--- config.mk ---
export PLATFORM = sky130hd
export DESIGN_NAME = dcc_speed_direction_packet_builder
export DESIGN_NICKNAME = d
export VERILOG_FILES = /design/src/hdl/dccpb_pkg.sv /design/src/hdl/dcc_speed_direction_packet_builder.sv /design/src/hdl/dccpb_cell.sv
export SDC_FILE = /design/constraint.sdc
export NUM_CORES = 1
export LEC_CHECK = 0
export BUFFER_PORTS_ARGS = -buffer_cell sky130_fd_sc_hd__buf_2
export CAP_MARGIN = 20
export CORE_MARGIN = 2
export CORE_UTILIZATION = 54
export DETAILED_ROUTE_END_ITERATION = 8
export MAX_ROUTING_LAYER = met4
export PLACE_DENSITY = 0.79
export SKIP_CTS_REPAIR_TIMING = 1
export SLEW_MARGIN = 20
export SYNTH_ARGS = -nofsm -noshare
export SYNTH_HDL_FRONTEND = slang
export SYNTH_SLANG_ARGS = --single-unit
--- constraint.sdc ---
create_clock -name clk -period 5 [get_ports clk]
set_input_delay 0 -clock clk [delete_from_list [all_inputs] [get_ports clk]]
set_output_delay 0 -clock clk [all_outputs]
set_load 0.01 [all_outputs]
--- src/hdl/dccpb_pkg.sv ---
`timescale 1ns / 1ps
// ----------------------------------------------------------------------------
// dccpb_pkg: shared types and constants of the DCC speed/direction builder
// Holds the token that walks the decoder chain and the packet field widths.
// ----------------------------------------------------------------------------
package dccpb_pkg;

  localparam int ADDR_W  = 8;
  localparam int VALUE_W = 8;
  localparam int SPEED_W = 5;

  // Operation codes carried in the command.
  localparam logic OP_SPEED     = 1'b0;
  localparam logic OP_DIRECTION = 1'b1;

  // Fixed fields of the baseline instruction byte 01DCSSSS.
  localparam logic [1:0] INSTR_PREFIX = 2'b01;

  // Defaults of a newly allocated decoder entry.
  localparam logic [SPEED_W-1:0] SPEED_INIT = '0;
  localparam logic               DIR_INIT   = 1'b1;

  // One command on its way through the chain of decoder cells.
  typedef struct packed {
    logic               busy;   // token present in this stage
    logic               op;     // OP_SPEED or OP_DIRECTION
    logic [ADDR_W-1:0]  addr;   // decoder address
    logic [SPEED_W-1:0] value;  // new speed, or direction in bit 0
    logic               hit;    // some cell already served the command
    logic [SPEED_W-1:0] speed;  // speed after the update, once hit
    logic               dir;    // direction after the update, once hit
  } token_t;

endpackage

--- src/hdl/dcc_speed_direction_packet_builder.sv ---
`timescale 1ns / 1ps
// ----------------------------------------------------------------------------
// dcc_speed_direction_packet_builder: DCC baseline speed/direction packets
// Keeps a table of decoders and turns each command into a three-byte packet or a table-full beat.
// ----------------------------------------------------------------------------
// A user sends one command beat (set speed or set direction of a decoder
// address) and receives either the three bytes of a baseline packet, the
// address, the instruction byte 01DCSSSS and the XOR check, with tlast on the
// check byte, or a single beat with tuser high and tlast high when the
// address is new and all MAX_DECODERS entries are taken. The table is a row
// of cells, one per decoder; a command walks the row one cell per cycle, and
// the block then presents its result beats. One command is handled at a time:
// no new command is taken until the last result beat of the previous one has
// been accepted. Reset empties the table at once.
// ----------------------------------------------------------------------------
module dcc_speed_direction_packet_builder #(
  parameter int MAX_DECODERS = 16
) (
  input  logic        clk,
  input  logic        rst,
  // Command stream.
  input  logic        s_tvalid,
  output logic        s_tready,
  input  logic [23:0] s_tdata,   // [0] operation, [8:1] address, [16:9] value, [23:17] zero
  // Packet byte stream.
  output logic        m_tvalid,
  input  logic        m_tready,
  output logic [7:0]  m_tdata,   // [7:0] packet_byte
  output logic        m_tlast,
  output logic        m_tuser    // [0] status: 1 means table full, no packet
);

  typedef enum logic [1:0] {
    ST_IDLE,
    ST_WALK,
    ST_SEND
  } state_t;

  typedef enum logic [1:0] {
    BEAT_ADDR,
    BEAT_INSTR,
    BEAT_CHECK
  } beat_t;

  state_t state;
  beat_t  beat;

  // tok[0] enters the first cell; tok[i+1] leaves cell i.
  dccpb_pkg::token_t tok [MAX_DECODERS+1];
  logic [MAX_DECODERS-1:0] busy_vec;

  logic                          s_accept;
  logic                          m_accept;
  logic                          full;
  logic [dccpb_pkg::ADDR_W-1:0]  byte_addr;
  logic [7:0]                    byte_instr;

  assign s_tready = (state == ST_IDLE);
  assign m_tvalid = (state == ST_SEND);
  assign s_accept = s_tvalid && s_tready;
  assign m_accept = m_tvalid && m_tready;

  // A command enters the chain only on the accepting edge.
  always_comb begin
    tok[0].busy  = s_accept;
    tok[0].op    = s_tdata[0];
    tok[0].addr  = s_tdata[8:1];
    tok[0].value = s_tdata[9 +: dccpb_pkg::SPEED_W];
    tok[0].hit   = 1'b0;
    tok[0].speed = '0;
    tok[0].dir   = 1'b0;
  end

  for (genvar i = 0; i < MAX_DECODERS; i++) begin : g_cell
    dccpb_cell u_cell (
      .clk     (clk),
      .rst     (rst),
      .tok_in  (tok[i]),
      .tok_out (tok[i+1])
    );
    assign busy_vec[i] = tok[i+1].busy;
  end

  // Sequencer: wait for the token to leave the last cell, then send beats.
  always_ff @(posedge clk) begin
    if (rst) begin
      state <= ST_IDLE;
      beat  <= BEAT_ADDR;
    end else begin
      unique case (state)
        ST_IDLE: begin
          if (s_accept) begin
            state <= ST_WALK;
          end
        end
        ST_WALK: begin
          if (tok[MAX_DECODERS].busy) begin
            state <= ST_SEND;
            beat  <= BEAT_ADDR;
          end
        end
        ST_SEND: begin
          if (m_accept) begin
            if (full || beat == BEAT_CHECK) begin
              state <= ST_IDLE;
            end else if (beat == BEAT_ADDR) begin
              beat <= BEAT_INSTR;
            end else begin
              beat <= BEAT_CHECK;
            end
          end
        end
        default: state <= ST_IDLE;
      endcase
    end
  end

  // Packet bytes are captured once, when the token reaches the end of the row.
  always_ff @(posedge clk) begin
    if (state == ST_WALK && tok[MAX_DECODERS].busy) begin
      full       <= !tok[MAX_DECODERS].hit;
      byte_addr  <= tok[MAX_DECODERS].addr;
      byte_instr <= {dccpb_pkg::INSTR_PREFIX, tok[MAX_DECODERS].dir,
                     tok[MAX_DECODERS].speed[0],
                     tok[MAX_DECODERS].speed[dccpb_pkg::SPEED_W-1:1]};
    end
  end

  always_comb begin
    m_tdata = byte_addr;
    m_tlast = 1'b0;
    m_tuser = full;
    if (full) begin
      m_tdata = '0;
      m_tlast = 1'b1;
    end else begin
      unique case (beat)
        BEAT_ADDR:  m_tdata = byte_addr;
        BEAT_INSTR: m_tdata = byte_instr;
        BEAT_CHECK: begin
          m_tdata = byte_addr ^ byte_instr;
          m_tlast = 1'b1;
        end
        default:    m_tdata = byte_addr;
      endcase
    end
  end

  // Only one command is ever inside the cell row.
  a_single_token: assert property (@(posedge clk) disable iff (rst)
    $onehot0(busy_vec))
    else $error("more than one command in the decoder chain");

  // No new command is taken while one is still walking the row.
  a_idle_chain: assert property (@(posedge clk) disable iff (rst)
    s_tready |-> (busy_vec == '0))
    else $error("command accepted while the chain is busy");

  // A table-full beat is always the only and last beat of its command.
  a_full_last: assert property (@(posedge clk) disable iff (rst)
    (m_tvalid && m_tuser) |-> m_tlast)
    else $error("table-full beat without tlast");

  // Results only follow a command that went the whole way down the row.
  a_send_after_walk: assert property (@(posedge clk) disable iff (rst)
    $rose(m_tvalid) |-> $past(tok[MAX_DECODERS].busy))
    else $error("result beats started without a finished walk");

endmodule

--- src/hdl/dccpb_cell.sv ---
`timescale 1ns / 1ps
// ----------------------------------------------------------------------------
// dccpb_cell: one decoder entry of the chain
// Serves a passing command that matches its address or claims it when empty,
// then hands the token on to the next cell through its registered output.
// ----------------------------------------------------------------------------
module dccpb_cell (
  input  logic              clk,
  input  logic              rst,
  input  dccpb_pkg::token_t tok_in,
  output dccpb_pkg::token_t tok_out
);

  logic                                entry_valid;
  logic [dccpb_pkg::ADDR_W-1:0]        entry_address;
  logic [dccpb_pkg::SPEED_W-1:0]       entry_speed;
  logic                                entry_direction;

  logic                                take;
  logic [dccpb_pkg::SPEED_W-1:0]       speed_next;
  logic                                dir_next;

  // Entries fill from the bottom and are never freed, so an empty cell met
  // before any match means the address is new and this cell gets it.
  assign take = tok_in.busy && !tok_in.hit &&
                (!entry_valid || (entry_address == tok_in.addr));

  always_comb begin
    speed_next = entry_valid ? entry_speed : dccpb_pkg::SPEED_INIT;
    dir_next   = entry_valid ? entry_direction : dccpb_pkg::DIR_INIT;
    unique case (tok_in.op)
      dccpb_pkg::OP_SPEED:     speed_next = tok_in.value;
      dccpb_pkg::OP_DIRECTION: dir_next   = tok_in.value[0];
      default:                 speed_next = tok_in.value;
    endcase
  end

  // Only the valid bit and the token's busy flag need a reset; the rest is
  // qualified by them.
  always_ff @(posedge clk) begin
    if (rst) begin
      entry_valid  <= 1'b0;
      tok_out.busy <= 1'b0;
    end else begin
      tok_out.busy <= tok_in.busy;
      if (take) begin
        entry_valid <= 1'b1;
      end
    end
    tok_out.op    <= tok_in.op;
    tok_out.addr  <= tok_in.addr;
    tok_out.value <= tok_in.value;
    if (take) begin
      entry_address   <= tok_in.addr;
      entry_speed     <= speed_next;
      entry_direction <= dir_next;
      tok_out.hit     <= 1'b1;
      tok_out.speed   <= speed_next;
      tok_out.dir     <= dir_next;
    end else begin
      tok_out.hit   <= tok_in.hit;
      tok_out.speed <= tok_in.speed;
      tok_out.dir   <= tok_in.dir;
    end
  end

endmodule

==> results.yml <==
sta:
  finalSetupTns_ps: 0
  setup_viol: 0
  skew_ps: 16.9
  maxSlewViolCount: 0
  rsz0062_at_grt: "false"
  fin_crit_ps: 2440
  max_freq_mhz: 409
  slew_headroom: 0.495
  finalCritPeriodShare: 0.489
  hold_viol_final: 0
  max_slew.worst_pin.slew_ps: 758
grt:
  grt.overflow.total: 0
  antenna_found_initial: 0
  grt_max_degree: 37
  grt_pass1_wl_mm: 48.5
  grt.total_usage: 0.163
  grt_pass1_vias: 10500
cells_and_area:
  fill_cells: 2633
  antenna_cells: 0
  drive_gt1_frac: 0.137
  layout.nets: 1492
  stdcell_count: 1975
  fin_util: 0.614
  synthToLayoutAreaGrowth_pct: 12.2
cts:
  cts_max_level: 2
  cts_tree: "done"
  clockRootBuffer: "clkbuf_16"
  cts_buffers: 55
  clk_latency_ps: 580
  clk_pin_slew_worst_paths_ps: 60
  cts_max_path_buffers: 3
  cts_sinks: 605
synthesis:
  seq_area_frac_synth: 0.728
  yosys_warnings: 0
  synthFlopType: "dfxtp_1"
  synth-edff-count: 239
  synth.distinct_cells: 27
  async_reset_ff_frac: 0
  syn_nets: 1442
  avgSynthCellArea_um2: 14.1
  synthCells: 1411
  synth_seq_cells: 605
  syn-cell-area_mm2: 0.0199
worst_setup_path:
  path_max_fanout: 14
  critPathRequiredTime_ps: 5210
  cp-end-kind: "register"
  worstSetupStartpointType: "register"
  cp.arrival_ps: 2650
  path_class: "register to register"
  r2r_cells: 5
die:
  core_area_mm2: 0.0364
  initial_utilization: 0.547
  placementRows: 70
  die_area_mm2: 0.0385
  die-width_um: 196
  io_pins: 40
  die_h_um: 196
drt:
  wl_mm: 30.0
  antenna_left: 0
  drc: 0
  drt_pass1_iterations: 5
  avgRoutedWirePerCell_um: 15.2
  drt_iter0_markers: 389
  vias_per_cell: 5.01
  via_count: 9890
power_and_ir_drop:
  leakagePower_nw: 8.95
  p_per_area_mw_per_mm2: 442
  peakVddDrop_v: 0.000395
place:
  post-place-cells: 1855
  place_hpwl_mm: 20.5
  port_buffers: 29
  place.gp.congestion: 0.724
job:
  maxCapViolations: 0
worst_hold_path:
  hold_depth: 2
  hp-class: "input port to register"
status:
  status: "finished clean"
[synthesized netlist by cell type, drive strengths merged, types with 17 or more instances]
cell type  count  area share
a21oi         36      0.0090
clkbuf        39      0.0073
dfxtp        366        0.37
edfxtp       239        0.36
inv          137       0.026
mux2          90       0.068
nand2         35      0.0066
nand3         87       0.022
nor2          49      0.0092
nor3b         17      0.0064
nor4          30      0.0094
o21ai         88       0.022
xor2         120       0.053
[cells in the final DEF (no fill, tap or decap), types with 2 or more instances in the layout]
cell,n
a21o_1,15
a221oi_1,6
a21oi_1,36
nand3_1,87
mux2_4,90
bufinv_16,3
clkbuf_8,9
xnor2_1,8
nor3b_1,17
nor4_1,30
a211o_1,15
clkbuf_16,58
clkbuf_1,17
nand2_1,35
clkinv_2,9
buf_2,29
nor2_1,49
clkinvlp_4,3
dlygate4sd3_1,17
xor2_1,120
inv_1,137
nand4_1,2
ha_1,3
o21ai_0,88
dfxtp_1,366
edfxtp_1,239
nor2b_1,8
[critical path: stages (launching register included)]
cell and delay (ps):
edfxtp_1 390, xor2_1 160, nor4_1 360, nand2_1 160, a211o_1 470, inv_1 530
[power by group]
group          switching (mW)  internal (mW)
combinational           0.113          0.161
sequential              0.128           5.33
clock                    1.72           2.42
total                    1.96           7.92
[layer usage]
layer	global-route usage	share of wire
met1	0.138	0.34
met2	0.341	0.60
met3	0.0296	0.037
met4	0.0584	0.025
met5	-	0
[metrics by stage]
step	setup slack (ps)	instance area [um^2]	power, mW	hold WS, ps
global route	2370	22400	10.2	63.2
finish	2560	22400	9.87	85.6
global placement	2570	20400	5.80	119
floorplan	3050	19900	5.74	27.7
detailed placement	2510	20400	5.83	119
CTS	2480	22200	9.95	-488
[worst paths after layout]
path / startpoint / to / slack, ps
max: g_cell[6].u_cell.entry_address[6]$_DFFE_PP_ / g_cell[6].u_cell.entry_speed[3]$_DFFE_PP_ / 2560
min: s_tdata[9] / g_cell[0].u_cell.tok_out[7]$_DFF_P_ / 90
max reg2reg: g_cell[6].u_cell.entry_address[6]$_DFFE_PP_ / g_cell[6].u_cell.entry_speed[3]$_DFFE_PP_ / 2560
min reg2reg: g_cell[3].u_cell.tok_out[7]$_DFF_P_ / g_cell[4].u_cell.tok_out[7]$_DFF_P_ / 340
[logic make-up (layout without fill, tap and decap cells)]
group / count (synthesis) / after routing / synth area share
AO/OA/AOI/OAI: 162 / 162 / 0.0467
multiplexers: 90 / 90 / 0.0678
AND/OR/NAND/NOR: 232 / 232 / 0.0580
XOR/XNOR: 128 / 128 / 0.0562
flip-flops: 605 / 605 / 0.728
buffers and inverters: 191 / 287 / 0.0416
adder cells (fa/ha/maj): 3 / 3 / 0.00188
[final cells by class]
cell class / count / area [um^2] / share of cell area
Sequential cell: 605 / 14500 / 0.649
Timing Repair Buffer: 47 / 323 / 0.0144
Multi-Input combinational cell: 615 / 4600 / 0.206
Inverter: 137 / 514 / 0.0230
Clock buffer: 84 / 1640 / 0.0733
Clock inverter: 19 / 198 / 0.00884
Tap cell: 468 / 586 / 0.0262
[state kept, by name, summed over array words and instances (netlist names), 2 cells and up]
name,flops
g_cell.u_cell.tok_out,346
byte_instr,6
g_cell.u_cell.entry_speed,80
g_cell.u_cell.entry_address,128
byte_addr,8
g_cell.u_cell.entry_direction,16
beat,2
g_cell.u_cell.entry_valid,16
state,2
(Power assumes the default switching activity.)
